### config.mk
export PLATFORM = sky130hd
export DESIGN_NAME = coefficient_quantizer_dequantizer_core
export DESIGN_NICKNAME = d
export VERILOG_FILES = /design/src/hdl/cqd_pkg.sv /design/src/hdl/coefficient_quantizer_dequantizer_core.sv /design/src/hdl/cqd_front.sv /design/src/hdl/cqd_queue.sv /design/src/hdl/cqd_back.sv
export SDC_FILE = /design/constraint.sdc
export NUM_CORES = 1
export LEC_CHECK = 0
export BUFFER_PORTS_ARGS = -buffer_cell sky130_fd_sc_hd__buf_4
export CAP_MARGIN = 5
export CORE_MARGIN = 1
export CORE_UTILIZATION = 40
export DETAILED_ROUTE_END_ITERATION = 16
export PLACE_DENSITY = 0.61
export SYNTH_ARGS = -nofsm -noshare
export SYNTH_HDL_FRONTEND = slang
export SYNTH_SLANG_ARGS = --single-unit
### constraint.sdc
create_clock -name i_clk -period 14.6 [get_ports i_clk]
set_input_delay 0.73 -clock i_clk [delete_from_list [all_inputs] [get_ports i_clk]]
set_output_delay 0.73 -clock i_clk [all_outputs]
set_load 0.02 [all_outputs]
### src/hdl/cqd_pkg.sv
// Shared types, constants and the reciprocal table of the coefficient quantizer.
// Used by every module of the block; no dependencies of its own.
package cqd_pkg;

    localparam int MODE_W   = 2;
    localparam int COEF_W   = 13;
    localparam int POS_W    = 6;
    localparam int STEP_W   = 5;
    localparam int VALUE_W  = 19;

    // Block geometry: position zero is the DC coefficient
    localparam int BLOCK_ELEMENTS = 64;

    // Reciprocal divide: floor(n / s) = (n * ceil(2^19 / s)) >> 19 holds exactly
    // for every n below 2^13 and s in 1..31
    localparam int RECIP_SHIFT = 19;
    localparam int RECIP_W     = 20;
    localparam int OPA_W       = 14;
    localparam int OPB_W       = RECIP_W;
    localparam int PROD_W      = OPA_W + OPB_W;
    localparam int INV_MAG_W   = 18;

    localparam int LEVEL_MAX   = 127;
    localparam int FLAT_DC_MIN = 1;
    localparam int FLAT_DC_MAX = 254;

    typedef enum logic [MODE_W-1:0] {
        MODE_FWD_NORMAL  = 2'd0,
        MODE_FWD_FLAT_DC = 2'd1,
        MODE_INV_NORMAL  = 2'd2,
        MODE_INV_FLAT_DC = 2'd3
    } t_mode;

    // Operation class chosen by the front end
    typedef enum logic [1:0] {
        KIND_FWD_LEVEL = 2'd0,
        KIND_FWD_DC    = 2'd1,
        KIND_INV       = 2'd2
    } t_kind;

    // Classified item handed from the front end to the arithmetic back end
    typedef struct packed {
        t_kind              kind;
        logic               neg;       // result sign (forward DC: coefficient <= 0)
        logic               zero;      // inverse of a zero level
        logic               even_adj;  // pull magnitude one toward zero
        logic [OPA_W-1:0]   opa;       // magnitude operand
        logic [OPB_W-1:0]   opb;       // reciprocal or step
    } t_cqd_op;

    // ceil(2^19 / s); a step of zero acts as a step of one
    function automatic logic [RECIP_W-1:0] recip(input logic [STEP_W-1:0] s);
        logic [RECIP_W-1:0] r;
        unique case (s)
            5'd0:  r = 20'd524288;
            5'd1:  r = 20'd524288;
            5'd2:  r = 20'd262144;
            5'd3:  r = 20'd174763;
            5'd4:  r = 20'd131072;
            5'd5:  r = 20'd104858;
            5'd6:  r = 20'd87382;
            5'd7:  r = 20'd74899;
            5'd8:  r = 20'd65536;
            5'd9:  r = 20'd58255;
            5'd10: r = 20'd52429;
            5'd11: r = 20'd47663;
            5'd12: r = 20'd43691;
            5'd13: r = 20'd40330;
            5'd14: r = 20'd37450;
            5'd15: r = 20'd34953;
            5'd16: r = 20'd32768;
            5'd17: r = 20'd30841;
            5'd18: r = 20'd29128;
            5'd19: r = 20'd27595;
            5'd20: r = 20'd26215;
            5'd21: r = 20'd24967;
            5'd22: r = 20'd23832;
            5'd23: r = 20'd22796;
            5'd24: r = 20'd21846;
            5'd25: r = 20'd20972;
            5'd26: r = 20'd20165;
            5'd27: r = 20'd19419;
            5'd28: r = 20'd18725;
            5'd29: r = 20'd18079;
            5'd30: r = 20'd17477;
            5'd31: r = 20'd16913;
        endcase
        return r;
    endfunction

endpackage

### src/hdl/coefficient_quantizer_dequantizer_core.sv
// Coefficient quantizer / dequantizer top level.
// Instantiates cqd_front, cqd_queue and cqd_back; depends on cqd_pkg.
//
// Usage:
//   The slave stream carries one coefficient (forward modes) or one level
//   (inverse modes) per transfer, with its block position and both steps in
//   tdata and the mode in tuser. The master stream returns one quantized
//   level or restored coefficient per input transfer, in order.
//   Throughput: one item per cycle while the receiver is ready, set by
//   the single multiplier stage of the back end, which takes one every cycle.
//   The edge of an input transfer writes the item into the queue; from there
//   it moves through the multiply register into the output register, without
//   waiting while the receiver is ready.
//   A front end classifies each item and writes it into a QUEUE_DEPTH entry
//   queue; the back end multiplies by a reciprocal or the step, then clamps.
//   When the receiver stalls, the output register holds its result, the back
//   end fills, then the queue fills, and s_axis_tready drops only once the
//   queue is full.
//   Reset (i_rst_n low, synchronous) empties the queue and the pipeline; no
//   other state exists.
module coefficient_quantizer_dequantizer_core
    import cqd_pkg::*;
#(
    parameter int QUEUE_DEPTH = 4
)
(
    input  logic         i_clk,
    input  logic         i_rst_n,
    input  logic         s_axis_tvalid,
    output logic         s_axis_tready,
    input  logic [31:0]  s_axis_tdata,   // coefficient[12:0], position[18:13],
                                         // dc_step[23:19], ac_step[28:24], zero
    input  logic [1:0]   s_axis_tuser,   // mode[1:0]
    output logic         m_axis_tvalid,
    input  logic         m_axis_tready,
    output logic [23:0]  m_axis_tdata    // value[18:0], zero
);

    t_cqd_op             front_op;
    t_cqd_op             queue_op;
    logic                queue_full;
    logic                queue_valid;
    logic                back_pop;
    logic [VALUE_W-1:0]  back_value;

    assign s_axis_tready = ~queue_full;
    assign m_axis_tdata  = {5'b0, back_value};

    cqd_front u_front (
        .i_mode        (s_axis_tuser),
        .i_coefficient (s_axis_tdata[12:0]),
        .i_position    (s_axis_tdata[18:13]),
        .i_dc_step     (s_axis_tdata[23:19]),
        .i_ac_step     (s_axis_tdata[28:24]),
        .o_op          (front_op)
    );

    cqd_queue #(
        .DEPTH (QUEUE_DEPTH)
    ) u_queue (
        .i_clk   (i_clk),
        .i_rst_n (i_rst_n),
        .i_push  (s_axis_tvalid),
        .i_op    (front_op),
        .o_full  (queue_full),
        .i_pop   (back_pop),
        .o_valid (queue_valid),
        .o_op    (queue_op)
    );

    cqd_back u_back (
        .i_clk   (i_clk),
        .i_rst_n (i_rst_n),
        .i_valid (queue_valid),
        .i_op    (queue_op),
        .o_pop   (back_pop),
        .o_valid (m_axis_tvalid),
        .i_ready (m_axis_tready),
        .o_value (back_value)
    );

endmodule

### src/hdl/cqd_front.sv
// Front end of the coefficient quantizer: classifies one input item into an
// operation class and multiplier operands. Depends on cqd_pkg.
module cqd_front
    import cqd_pkg::*;
(
    input  logic [MODE_W-1:0]  i_mode,
    input  logic [COEF_W-1:0]  i_coefficient,
    input  logic [POS_W-1:0]   i_position,
    input  logic [STEP_W-1:0]  i_dc_step,
    input  logic [STEP_W-1:0]  i_ac_step,
    output t_cqd_op            o_op
);

    logic                is_dc;
    logic [STEP_W-1:0]   step_raw;
    logic [STEP_W-1:0]   step;
    logic                even;
    logic                neg_c;
    logic                zero_c;
    logic [COEF_W-1:0]   abs_c;
    logic [STEP_W-2:0]   half;
    logic [OPA_W-1:0]    fwd_mag;
    logic [OPA_W-1:0]    inv_mag;
    t_mode               mode;

    // Select the step and take the coefficient apart into sign and magnitude
    assign mode     = t_mode'(i_mode);
    assign is_dc    = (i_position == POS_W'(0));
    assign step_raw = is_dc ? i_dc_step : i_ac_step;
    assign step     = (step_raw == '0) ? STEP_W'(1) : step_raw;
    assign even     = ~step[0];
    assign half     = step[STEP_W-1:1];
    assign neg_c    = i_coefficient[COEF_W-1];
    assign zero_c   = (i_coefficient == '0);
    assign abs_c    = neg_c ? (~i_coefficient + COEF_W'(1)) : i_coefficient;
    assign fwd_mag  = {1'b0, abs_c} + OPA_W'(even);
    assign inv_mag  = {abs_c, 1'b1};

    // Classify the item
    always_comb begin
        o_op          = '0;
        o_op.kind     = KIND_FWD_LEVEL;
        o_op.neg      = neg_c;
        o_op.zero     = zero_c;
        o_op.even_adj = 1'b0;
        o_op.opa      = fwd_mag;
        o_op.opb      = recip(step);
        unique case (mode)
            MODE_FWD_NORMAL: begin
                o_op.kind = KIND_FWD_LEVEL;
            end
            MODE_FWD_FLAT_DC: begin
                if (is_dc) begin
                    o_op.kind = KIND_FWD_DC;
                    o_op.neg  = neg_c | zero_c;
                    o_op.opa  = {1'b0, abs_c} + OPA_W'(half);
                end
            end
            MODE_INV_NORMAL: begin
                o_op.kind     = KIND_INV;
                o_op.even_adj = even;
                o_op.opa      = inv_mag;
                o_op.opb      = OPB_W'(step);
            end
            MODE_INV_FLAT_DC: begin
                o_op.kind = KIND_INV;
                o_op.opb  = OPB_W'(step);
                if (is_dc) begin
                    o_op.opa = {1'b0, abs_c};
                end else begin
                    o_op.even_adj = even;
                    o_op.opa      = inv_mag;
                end
            end
        endcase
    end

endmodule

### src/hdl/cqd_queue.sv
// Short queue of classified items between the front and back ends.
// Depends on cqd_pkg for the item type.
module cqd_queue
    import cqd_pkg::*;
#(
    parameter int DEPTH = 4
)
(
    input  logic     i_clk,
    input  logic     i_rst_n,
    input  logic     i_push,
    input  t_cqd_op  i_op,
    output logic     o_full,
    input  logic     i_pop,
    output logic     o_valid,
    output t_cqd_op  o_op
);

    localparam int PTR_W = (DEPTH > 1) ? $clog2(DEPTH) : 1;
    localparam int CNT_W = $clog2(DEPTH + 1);

    t_cqd_op            r_mem [DEPTH];
    logic [PTR_W-1:0]   r_wr;
    logic [PTR_W-1:0]   r_rd;
    logic [CNT_W-1:0]   r_count;
    logic               push_en;
    logic               pop_en;

    assign o_full  = (r_count == CNT_W'(DEPTH));
    assign o_valid = (r_count != '0);
    assign o_op    = r_mem[r_rd];
    assign push_en = i_push & ~o_full;
    assign pop_en  = i_pop & o_valid;

    // Store pushed items
    always_ff @(posedge i_clk) begin
        if (push_en) begin
            r_mem[r_wr] <= i_op;
        end
    end

    // Advance pointers and occupancy
    always_ff @(posedge i_clk) begin
        if (!i_rst_n) begin
            r_wr    <= '0;
            r_rd    <= '0;
            r_count <= '0;
        end else begin
            if (push_en) begin
                r_wr <= (r_wr == PTR_W'(DEPTH - 1)) ? '0 : r_wr + PTR_W'(1);
            end
            if (pop_en) begin
                r_rd <= (r_rd == PTR_W'(DEPTH - 1)) ? '0 : r_rd + PTR_W'(1);
            end
            r_count <= r_count + CNT_W'(push_en) - CNT_W'(pop_en);
        end
    end

    a_count_bound: assert property (@(posedge i_clk) disable iff (!i_rst_n)
        r_count <= CNT_W'(DEPTH))
        else $error("queue occupancy above depth");

    a_count_track: assert property (@(posedge i_clk) disable iff (!i_rst_n)
        $past(i_rst_n) |-> r_count == $past(r_count) + CNT_W'($past(push_en))
                                     - CNT_W'($past(pop_en)))
        else $error("queue occupancy does not follow transfers");

endmodule

### src/hdl/cqd_back.sv
// Back end of the coefficient quantizer: shared multiplier stage, then
// rounding, clamping and sign restore into the output register. Depends on cqd_pkg.
module cqd_back
    import cqd_pkg::*;
(
    input  logic                 i_clk,
    input  logic                 i_rst_n,
    input  logic                 i_valid,
    input  t_cqd_op              i_op,
    output logic                 o_pop,
    output logic                 o_valid,
    input  logic                 i_ready,
    output logic [VALUE_W-1:0]   o_value
);

    logic                   r_s1_valid;
    t_kind                  r_s1_kind;
    logic                   r_s1_neg;
    logic                   r_s1_zero;
    logic                   r_s1_even;
    logic [PROD_W-1:0]      r_s1_prod;

    logic                   r_s2_valid;
    t_kind                  r_s2_kind;
    logic [VALUE_W-1:0]     r_s2_value;

    logic                   s1_ready;
    logic                   s2_ready;
    logic [PROD_W-RECIP_SHIFT-2:0] lvl_q;
    logic [PROD_W-RECIP_SHIFT-1:0] dc_q;
    logic [INV_MAG_W-1:0]   inv_mag;
    logic [VALUE_W-1:0]     mag;
    logic [VALUE_W-1:0]     n_value;

    // Pipeline flow control
    assign s2_ready = ~r_s2_valid | i_ready;
    assign s1_ready = ~r_s1_valid | s2_ready;
    assign o_pop    = i_valid & s1_ready;
    assign o_valid  = r_s2_valid;
    assign o_value  = r_s2_value;

    // Stage one: one multiply, reciprocal for forward, step for inverse
    always_ff @(posedge i_clk) begin
        if (o_pop) begin
            r_s1_kind <= i_op.kind;
            r_s1_neg  <= i_op.neg;
            r_s1_zero <= i_op.zero;
            r_s1_even <= i_op.even_adj;
            r_s1_prod <= PROD_W'(i_op.opa) * PROD_W'(i_op.opb);
        end
    end

    // Stage two: pick quotient or product, clamp and restore sign
    assign lvl_q   = r_s1_prod[PROD_W-1:RECIP_SHIFT+1];
    assign dc_q    = r_s1_prod[PROD_W-1:RECIP_SHIFT];
    assign inv_mag = r_s1_prod[INV_MAG_W-1:0] - INV_MAG_W'(r_s1_even);

    always_comb begin
        mag     = '0;
        n_value = '0;
        unique case (r_s1_kind)
            KIND_FWD_LEVEL: begin
                mag     = (lvl_q > ($bits(lvl_q))'(LEVEL_MAX)) ? VALUE_W'(LEVEL_MAX)
                                                              : VALUE_W'(lvl_q);
                n_value = r_s1_neg ? (~mag + VALUE_W'(1)) : mag;
            end
            KIND_FWD_DC: begin
                if (r_s1_neg || dc_q == '0) begin
                    n_value = VALUE_W'(FLAT_DC_MIN);
                end else if (dc_q > ($bits(dc_q))'(FLAT_DC_MAX)) begin
                    n_value = VALUE_W'(FLAT_DC_MAX);
                end else begin
                    n_value = VALUE_W'(dc_q);
                end
            end
            KIND_INV: begin
                // magnitude stays below 2^18, so the output range is never reached
                mag     = r_s1_zero ? '0 : {1'b0, inv_mag};
                n_value = r_s1_neg ? (~mag + VALUE_W'(1)) : mag;
            end
            default: begin
                n_value = '0;
            end
        endcase
    end

    always_ff @(posedge i_clk) begin
        if (s1_ready && r_s1_valid) begin
            r_s2_kind  <= r_s1_kind;
            r_s2_value <= n_value;
        end
    end

    // Valid flags of both stages
    always_ff @(posedge i_clk) begin
        if (!i_rst_n) begin
            r_s1_valid <= 1'b0;
            r_s2_valid <= 1'b0;
        end else begin
            if (s1_ready) begin
                r_s1_valid <= i_valid;
            end
            if (s2_ready) begin
                r_s2_valid <= r_s1_valid;
            end
        end
    end

    a_level_range: assert property (@(posedge i_clk) disable iff (!i_rst_n)
        (r_s2_valid && r_s2_kind == KIND_FWD_LEVEL) |->
            ($signed(r_s2_value) <= LEVEL_MAX && $signed(r_s2_value) >= -LEVEL_MAX))
        else $error("forward level outside clamp range");

    a_dc_range: assert property (@(posedge i_clk) disable iff (!i_rst_n)
        (r_s2_valid && r_s2_kind == KIND_FWD_DC) |->
            ($signed(r_s2_value) >= FLAT_DC_MIN && $signed(r_s2_value) <= FLAT_DC_MAX))
        else $error("flat DC level outside clamp range");

endmodule
After elaboration in Yosys (flattened, before gate mapping)
Memory sizes are Yosys's and may differ from the RTL's. A register that Yosys moved wholly into a read port is not among the register bits.
Cells that the tools add are included.
{"block": "totals", "reg_bits": 67, "latchBits": 0, "mem_bits_rw": 156, "rom_bits": 640, "inputBits": 38, "output_inout_bits": 26, "memories": 2}
{"name": "(name not given)", "depth": 32, "width": 20, "read_ports": 1, "rd_ports_with_merged_regs": 0, "write_ports": 0, "line": "cqd_pkg.sv:54", "source": "unique case (s)"}
{"name": "u_queue.r_mem", "depth": 4, "width": 39, "read_ports": 1, "rd_ports_with_merged_regs": 1, "write_ports": 1, "line": "cqd_queue.sv:22", "source": "t_cqd_op r_mem [DEPTH];"}
{"block": "classes", "addsub": 10, "multipliers": 1, "div": 0, "order_cmp": 2, "n_eq_ne": 8, "n_shift": 0, "mux": 25, "n_bitwise": 13, "n_reduce_logical": 10}
{"operator": "2-to-1 mux 19 bit", "count": 3}
{"operator": "one-hot mux 19 bit (3 select lines)", "count": 1}
{"operator": "2-to-1 mux 14 bit", "count": 3}
{"operator": "one-hot mux 14 bit (3 select lines)", "count": 1}
{"operator": "adder 19 x 1 -> 19 bit (second input constant)", "count": 2}
{"operator": "inverter 19 bit", "count": 2}
{"operator": "multiplier 14 x 20 -> 34 bit", "count": 1}
{"operator": "2-to-1 mux 20 bit", "count": 1}
{"operator": "2-to-1 mux 18 bit", "count": 1}
{"operator": "subtractor 18 x 1 -> 18 bit", "count": 1}
{"operator": "> comparator 15 x 8 -> 1 bit (second input constant)", "count": 1}
{"operator": "logical NOT 15 bit", "count": 1}
{"operator": "2-to-1 mux 15 bit", "count": 1}
{"operator": "adder 13 x 1 -> 14 bit", "count": 1}
{"operator": "adder 13 x 4 -> 14 bit", "count": 1}
{"operator": "> comparator 14 x 7 -> 1 bit (second input constant)", "count": 1}
{"operator": "adder 13 x 1 -> 13 bit (second input constant)", "count": 1}
{"operator": "logical NOT 13 bit", "count": 1}
{"operator": "2-to-1 mux 13 bit", "count": 1}
{"operator": "inverter 13 bit", "count": 1}
{"operator": "== test 2 bit (second input constant)", "count": 5}
{"operator": "2-to-1 mux 2 bit", "count": 5}
{"operator": "2-to-1 mux 5 bit", "count": 2}
{"operator": "logical NOT 6 bit", "count": 1}
{"operator": "other kinds (17)", "count": 30}

Logic depth before layout (Yosys ltp)
Gate-level depths: netlist (run 1).
{"block": "depth", "ltp_word": 8, "mapped_depth": 29, "ltp_nobuf": 25}

Cells and area by module
Synthesis (run 1) repeated with hierarchy kept, for this count alone.
{"block": "hier_totals", "cells_unflattened": 1952, "area_unflattened_um2": 20747.4}
{"mod": "cqd_back", "n_inst": 1, "cells_each": 1324, "area_each_um2": 12286.8, "seq_area_each_um2": 1751.7}
{"mod": "cqd_queue", "n_inst": 1, "cells_each": 255, "area_each_um2": 6094.6, "seq_area_each_um2": 4864.7}
{"mod": "cqd_front", "n_inst": 1, "cells_each": 366, "area_each_um2": 2321.0, "seq_area_each_um2": 0.0}
{"mod": "coefficient_quantizer_dequantizer_core", "n_inst": 1, "cells_each": 7, "area_each_um2": 45.0, "seq_area_each_um2": 0.0}

Worst setup path before layout (run 1)
Ideal clock, no wire load.
{"block": "synth_timing", "path_type": "register -> register", "start": "register (tool-made name)", "end": "register u_back.r_s1_prod[31], data pin", "setup_ps": 260, "arrival_ps": 7032, "required_ps": 14340, "slack_ps": 7308, "stages_incl_launch_ff": 29, "period_less_slack_ps": 7292, "path_cell_list": "dfxtp_1 clkbuf_1 clkbuf_1 clkbuf_1 buf_2 nand2_1 o21ai_0 nor2_1 fa_1 inv_1 fa_1 inv_1 fa_1 inv_1 fa_1 inv_1 fa_1 inv_1 fa_1 inv_1 ha_1 nand4_1 a21oi_1 a211oi_1 or3_1 a32o_1 o21ai_1 a21boi_0 xnor2_1"}
{"element": "end signal, assigned", "line": "cqd_back.sv:49", "source": "r_s1_prod <= PROD_W'(i_op.opa) * PROD_W'(i_op.opb);"}
{"element": "end, declared", "line": "cqd_back.sv:21", "source": "logic [PROD_W-1:0] r_s1_prod;"}

==> flow_metrics.tcl, run 1 <==
set metrics [dict create \
    status "finished clean" \
    top_layer "met4" \
    yosys_warnings 0 \
    crit_fanout 29 \
    netlist_area_um2 20500 \
    tightestPinTransition_ns 1.34 \
    drt-total-wl_um 46100 \
    final_cell_mix "inv_1 (263), nand2_1 (242), fa_1 (215), edfxtp_1 (213), nor2_1 (147)" \
    timing.fmax_mhz 121 \
    ys_seq_area_frac 0.323 \
    drt-initial-drc-count 1104 \
    synth_compound_area_frac 0.105 \
    via_count 14400 \
    numClockSinks 224 \
    yosys.cell_types.count 91 \
    dieArea_um2 52100 \
    relSlewSlack 0.0838 \
    layout_commonest_cell "inv_1" \
    synthXorXnorAreaFrac 0.0332 \
    cts_tree "yes" \
    cts.reportedPaths.clkPinSlew_ns 0.06 \
    slowest_delay_ns 0.84 \
    start_kind "flop" \
    wl_met1_um 20700 \
    rsz0062_at_grt "false" \
    grt_pass1_wl_um 75300 \
    grt_antenna_before_repair 1 \
    rows 82 \
    post-route-period-util 0.567 \
    first_pass_iters 5 \
    final_area_um2 22200 \
    hold_viol 0 \
    clkLatencyLatePin_ns 0.54 \
    synth-edff-count 213 \
    grt_max_degree 61 \
    final_max_slew_viol_count 0 \
    yosys.area_share.simple 0.137 \
    crit_slowest_cell "o21ai_0" \
    synthAdderAreaFrac 0.281 \
    synth_top_family_by_area "adder cells" \
    io_buffers 55 \
    htreeDepth 1 \
    pin_count 64 \
    syn2layout_area_growth_pct 8.61 \
    min_period_ns 8.28 \
    routed-wl-met3_um 1930 \
    drc 0 \
    gr-total-overflow 0 \
    worst-endpoint-arrival_ns 8.57 \
    finalNetCount 2363 \
    worstSetupEndpointType "flop" \
    start_util 0.407 \
    final_layout_size_suffix_gt1_frac 0.0970 \
    grt_pass1_vias 14500 \
    cp.buffers_inverters 8 \
    finalSetupViolations 0 \
    setup_tns_ns 0 \
    synthArstFlopShare 0 \
    yosys_register_bits 224 \
    cap_viol_max_count 0 \
    diodes 0 \
    cts.path.max_buffers 3 \
    die_w_um 228 \
    wl_per_cell_um 17.2 \
    dr_wl_met2_um 22700 \
    drt-vias-per-instance 5.35 \
    avgSynthCellArea_um2 10.3 \
    die_height_um 228 \
    critPathTopFamily "adder cells" \
    coreArea_um2 50300 \
    syn_inst 1989 \
    synth_flop_cell "edfxtp_1" \
    hold_path_class "in -> reg" \
    dp_hpwl_um 34400 \
    synthMuxAreaShare 0.0514 \
    place_congestion 0.844 \
    grt_usage 0.178 \
    cts_root_buffer "clkbuf_16" \
    critical_path_class "reg -> reg" \
    cts_buffers 26 \
    cts_hold_buf 0 \
    route.antenna.remaining_nets 0 \
    cp.required_ns 14.89 \
    cts-resized-gates 0 \
    postPlaceCellArea_um2 21500 \
    post_cts_buffers 0 \
    skew_ns 0.0141 \
]
## synthesized netlist by cell type (16+ instances only)
library cell,instances,area share
a21oi_1,91,0.022
and2_1,56,0.017
buf_2,16,0.0039
clkbuf_1,72,0.013
edfxtp_1,213,0.31
fa_1,215,0.21
ha_1,116,0.071
inv_1,263,0.048
mux2_2,16,0.0088
mux2i_1,25,0.012
mux4_2,27,0.030
nand2_1,242,0.044
nand2b_1,17,0.0052
nand3_1,18,0.0044
nor2_1,147,0.027
nor2b_1,30,0.0092
nor3_1,21,0.0051
o21a_1,21,0.0077
o21ai_0,61,0.015
o21ai_1,21,0.0051
xnor2_1,46,0.020
xor2_1,26,0.011
## metal layers
layer | GRT usage | up-vias
met5 | 0 | -
met4 | 0.0375 | 0
met3 | 0.0175 | 61
met2 | 0.307 | 350
met1 | 0.243 | 7243
li1 | - | 6709
## state kept, by name, summed over array words and instances, names as in the netlist, named ones only
signal             flops
u_queue.r_mem        156
u_back.r_s1_prod      33
u_back.o_value        19
u_queue.r_count        3
u_back.r_s1_kind       2
u_queue.r_rd           2
u_queue.r_wr           2
u_back.o_valid         1
u_back.r_s1_even       1
u_back.r_s1_neg        1
u_back.r_s1_valid      1
u_back.r_s1_zero       1
## area by class of cell
| cell class | instances | area, um2 |
|---|---|---|
| fillers | 4825 | 28000 |
| multi-input cells | 1402 | 12500 |
| flip-flops and latches | 224 | 6620 |
| inverters | 266 | 998 |
| well taps | 672 | 841 |
| clock buffers | 35 | 706 |
| repair buffers | 74 | 556 |
| clock inverters | 10 | 52.6 |
## logic make-up after synthesis
family	Yosys count
simple gates	597
buf+inv	367
fa+ha+maj	331
compound gates	325
flops	224
xor+xnor	75
mux	69
other cells	1
## stage by stage
| step | hold slack (ns) | util | cells | setup slack [ns] |
|---|---|---|---|---|
| after floorplan | 0.463 | - | 1993 | 7.31 |
| after global placement | 0.506 | 0.427 | 2638 | 6.35 |
| after detailed placement | 0.526 | 0.427 | 2638 | 6.35 |
| after CTS | 0.434 | 0.442 | 2683 | 6.30 |
| after global routing | 0.451 | 0.442 | 2683 | 5.88 |
| final | 0.460 | 0.442 | 2683 | 6.32 |
## worst paths after layout
check / slack [ns] / depth (start not counted) / from / endpoint
worst max-delay path: 6.32 / 26 / flop / u_back.r_s1_prod[31]$_DFFE_PP_
worst min-delay path: 0.46 / 2 / i_rst_n / u_back.o_valid$_SDFFE_PN0P_
worst max register to register: 6.32 / 26 / flop / u_back.r_s1_prod[31]$_DFFE_PP_
worst min register to register: 0.52 / 2 / u_back.r_s1_valid$_SDFFE_PN0N_ / u_back.r_s1_valid$_SDFFE_PN0N_
Power of run 1 is left out: the tool's default activity adds up to more than one toggle a clock period on the data nets, which glitch-free logic cannot reach.
==> run 2, diff against run 1 <==
==> constraint.sdc (replaced) <==
create_clock -name i_clk -period 8.5 [get_ports i_clk]
set_input_delay 0.425 -clock i_clk [delete_from_list [all_inputs] [get_ports i_clk]]
set_output_delay 0.425 -clock i_clk [all_outputs]
set_load 0.02 [all_outputs]
==> run 2 against run 1 <==
Against the previous run: final cell count increased by 0.48%; via count increased by 0.94%; setup slack got worse by 5.4 ns; count of clock-buffer cells in the layout decreased by 7; design area increased by 0.88%; sequential cell count unchanged; register-to-register slack got worse by 5.4 ns; hold slack got worse by 0.31 ns; die area unchanged; critical path type unchanged.
==> flow_metrics.tcl, run 2 (synthesis results as in run 1) <==
set metrics [dict create \
    crit_fanout 25 \
    cts_root_buffer "clkbuf_16" \
    drt-initial-drc-count 1129 \
    post-route-period-util 0.892 \
    status "finished clean" \
    min_path_cells 2 \
    postPlaceCellArea_um2 21600 \
    drt-vias-per-instance 5.38 \
    final_layout_size_suffix_gt1_frac 0.106 \
    hold_viol 0 \
    start_util 0.407 \
    grt_pass1_vias 14800 \
    gr-total-overflow 0 \
    final_max_slew_viol_count 0 \
    fillerInstances 4768 \
    finalNetCount 2374 \
    pin_count 64 \
    final_area_um2 22400 \
    cp.required_ns 8.80 \
    htreeDepth 1 \
    post_cts_buffers 0 \
    dieArea_um2 52100 \
    die_w_um 228 \
    grt_max_degree 61 \
    hold_path_class "in -> reg" \
    cts_tree "yes" \
    crit_slowest_cell "mux4_2" \
    cap_viol_max_count 0 \
    largest_register "u_queue.r_mem" \
    syn2layout_area_growth_pct 9.57 \
    clkLatencyLatePin_ns 0.55 \
    via_count 14500 \
    place_congestion 0.860 \
    slowest_delay_ns 0.82 \
    cp_common_cell "fa_1" \
    cts-resized-gates 0 \
    grt_antenna_before_repair 1 \
    drc 0 \
    min_period_ns 7.58 \
    timing.fmax_mhz 132 \
    wl_per_cell_um 17.6 \
    route.antenna.remaining_nets 0 \
    layout_commonest_cell "inv_1" \
    start_kind "flop" \
    skew_ns 0.0342 \
    grt_usage 0.184 \
    critical_path_class "reg -> reg" \
    drt-total-wl_um 47300 \
    io_buffers 55 \
    cts.reportedPaths.clkPinSlew_ns 0.07 \
    numClockSinks 224 \
    cp_num_cells 21 \
    cp.buffers_inverters 4 \
    cts.path.max_buffers 3 \
    worstPathCellList "buf_4, mux4_2, nand2_1, fa_1, fa_1, fa_1, inv_1, fa_1, fa_1, inv_1, fa_1, inv_1, ha_1, nand4_1, a21oi_1, a211oi_1, or3_1, a32o_1, o21ai_1, a21boi_0, xnor2_1" \
    coreArea_um2 50300 \
    cts_hold_buf 0 \
    cts_buffers 27 \
    diodes 0 \
    dp_hpwl_um 35900 \
    final-seq-area_um2 6620 \
    multi_input_area_um2 12500 \
    relSlewSlack 0.0712 \
    critPathTopFamily "adder cells" \
    grt_pass1_wl_um 77200 \
    final_cell_mix "inv_1 (263), nand2_1 (242), fa_1 (215), edfxtp_1 (213), nor2_1 (147)" \
    rsz0062_at_grt "false" \
    finalSetupViolations 0 \
    setup_tns_ns 0 \
    first_pass_iters 6 \
    worst-endpoint-arrival_ns 7.89 \
    largest_reg_flops 156 \
    worstSetupEndpointType "flop" \
    reg2regPathDepth 21 \
    rows 82 \
    tightestPinTransition_ns 1.36 \
    die_height_um 228 \
]
==> run 2: layout make-up <==
type                    instances  share of cell area
well taps                     672              0.0375
inverters                     266              0.0445
repair buffers                 84              0.0281
clock buffers                  28              0.0303
flip-flops and latches        224               0.295
clock inverters                20             0.00887
multi-input cells            1402               0.556
==> run 2: through the flow <==
stage               utilization  hold WS [ns]  cells  setup slack [ns]
floorplan                     -         0.463   1993              1.21
global placement          0.429         0.508   2648             0.881
detailed placement        0.429         0.528   2648             0.858
CTS                       0.446         0.123   2696             0.864
global route              0.446         0.145   2696             0.367
finish                    0.446         0.147   2696             0.917
==> run 2: per-layer routing <==
metal,global-route usage,part of all wire
met1,0.247,0.44
met2,0.319,0.49
met3,0.0200,0.048
met4,0.0405,0.016
met5,0,0
==> run 2: worst paths after layout <==
kind / startpoint / end / slack, ns
max: flop / u_back.r_s1_prod[31]$_DFFE_PP_ / 0.92
min: i_rst_n / u_back.o_valid$_SDFFE_PN0P_ / 0.15
max reg2reg: flop / u_back.r_s1_prod[31]$_DFFE_PP_ / 0.92
min reg2reg: u_back.r_s1_valid$_SDFFE_PN0N_ / u_back.r_s1_valid$_SDFFE_PN0N_ / 0.53
==> run 2: worst reg2reg max path: cells and delay by family (launching register included) <==
| family | cells | cell delay (ns) |
|---|---|---|
| flops | 1 | 0.62 |
| mux | 1 | 0.83 |
| simple gates | 3 | 0.83 |
| buf+inv | 4 | 0.60 |
| xor+xnor | 1 | 0.13 |
| compound gates | 5 | 0.98 |
| fa+ha+maj | 7 | 3.36 |
Power of run 2 is left out for the same reason.
==> run 3, diff against run 2 <==
--- a/config.mk
+++ b/config.mk
@@ -10,7 +10,7 @@
 export CORE_MARGIN = 1
 export CORE_UTILIZATION = 40
 export DETAILED_ROUTE_END_ITERATION = 16
-export PLACE_DENSITY = 0.61
+export PLACE_DENSITY = 0.6
 export SYNTH_ARGS = -nofsm -noshare
 export SYNTH_HDL_FRONTEND = slang
 export SYNTH_SLANG_ARGS = --single-unit
==> run 3 against run 2 <==
Against the previous run: maximum frequency grew 0.24%; global-route usage is essentially flat; hold slack lost 0.0012 ns; final cell count is the same; count of clock-buffer cells in the layout is the same; wire length grew 0.37%; setup slack gained 0.018 ns; critical endpoint unchanged; largest cell class unchanged.
==> flow_metrics.tcl, run 3 (synthesis results as in run 1) <==
set metrics [dict create \
    cap_viol_max_count 0 \
    grt_usage 0.184 \
    rows 82 \
    htreeDepth 1 \
    cts.reportedPaths.clkPinSlew_ns 0.06 \
    holdWs_ns 0.146 \
    grt_max_degree 61 \
    numClockSinks 224 \
    dp_hpwl_um 36500 \
    drt-vias-per-instance 5.35 \
    tightestPinTransition_ns 1.08 \
    rsz0062_at_grt "false" \
    crit_slowest_cell "dfxtp_2" \
    dp_cells 2652 \
    cts_hold_buf 0 \
    route.antenna.remaining_nets 0 \
    crit_fanout 13 \
    syn2layout_area_growth_pct 9.46 \
    cts_tree "yes" \
    drt-total-wl_um 47500 \
    layout_commonest_cell "inv_1" \
    die_height_um 228 \
    largest_register "u_queue.r_mem" \
    pin_count 64 \
    relSlewSlack 0.280 \
    finalSetupViolations 0 \
    coreArea_um2 50300 \
    instances_no_fill 2696 \
    multi_input_area_um2 12500 \
    status "finished clean" \
    drt-initial-drc-count 794 \
    final-seq-area_um2 6620 \
    cts_root_buffer "clkbuf_16" \
    drc 0 \
    final_cell_mix "inv_1 (263), nand2_1 (242), fa_1 (215), edfxtp_1 (213), nor2_1 (147)" \
    dieArea_um2 52100 \
    die_w_um 228 \
    wl_per_cell_um 17.6 \
    final_layout_size_suffix_gt1_frac 0.106 \
    hold_path_class "in -> reg" \
    min_period_ns 7.57 \
    grt_pass1_vias 14800 \
    cp.buffers_inverters 7 \
    critical_path_class "reg -> reg" \
    cp.required_ns 8.81 \
    worstSetupEndpointType "flop" \
    slowest_delay_ns 0.59 \
    gr-total-overflow 0 \
    cts.path.max_buffers 3 \
    grt_pass1_wl_um 77100 \
    via_count 14400 \
    finalNetCount 2376 \
    diodes 0 \
    cts-resized-gates 0 \
    timing.fmax_mhz 132 \
    start_util 0.407 \
    post_cts_buffers 0 \
    io_buffers 55 \
    grt_antenna_before_repair 1 \
    fillerInstances 4829 \
    hold_start "i_rst_n" \
    final_max_slew_viol_count 0 \
    setup_tns_ns 0 \
    hold_viol 0 \
    critPathTopFamily "adder cells" \
    cts_buffers 25 \
    place_congestion 0.853 \
    skew_ns 0.0203 \
    post-route-period-util 0.890 \
    worst-endpoint-arrival_ns 7.88 \
    clkLatencyLatePin_ns 0.56 \
    largest_reg_flops 156 \
    start_kind "flop" \
    first_pass_iters 5 \
]
-- run 3: changes by cell type in the layout (fill, tap and decap cells not counted) --
cell        change
buf_4           +3
clkbuf_1        +2
clkbuf_16       -2
clkinv_1        -2
clkinv_4        -2
inv_6           -2
buf_12          +1
clkinv_2        +1
clkinvlp_4      +1
inv_16          +1
inv_8           -1
-- run 3: final cells by class --
| class | count | area share |
|---|---|---|
| Multi-Input combinational cell | 1402 | 0.556 |
| Sequential cell | 224 | 0.295 |
| Inverter | 266 | 0.0446 |
| Tap cell | 672 | 0.0375 |
| Timing Repair Buffer | 88 | 0.0300 |
| Clock buffer | 28 | 0.0284 |
| Clock inverter | 16 | 0.00793 |
-- run 3: per-stage QoR --
step	setup WS [ns]	utilization	cell area, um2
after floorplan	1.21	-	20500
after global placement	0.909	0.430	21600
after detailed placement	0.855	0.430	21600
after CTS	0.861	0.446	22400
after global routing	0.454	0.446	22400
final	0.935	0.446	22400
-- run 3: worst paths after layout --
check	endpoint	slack, ns	cells past startpoint
min	u_back.o_valid$_SDFFE_PN0P_	0.15	2
max	u_back.r_s1_prod[31]$_DFFE_PP_	0.93	25
min reg2reg	u_back.r_s1_valid$_SDFFE_PN0N_	0.54	2
max reg2reg	u_back.r_s1_prod[31]$_DFFE_PP_	0.93	25
-- run 3: metal layers --
metal  vias to the layer above  track usage  share of wire
met5                         -            0              0
met4                         0       0.0428          0.020
met3                        67       0.0319          0.054
met2                       354        0.316           0.49
met1                      7266        0.241           0.44
li1                       6732            -              -
Power of run 3 is left out for the same reason.
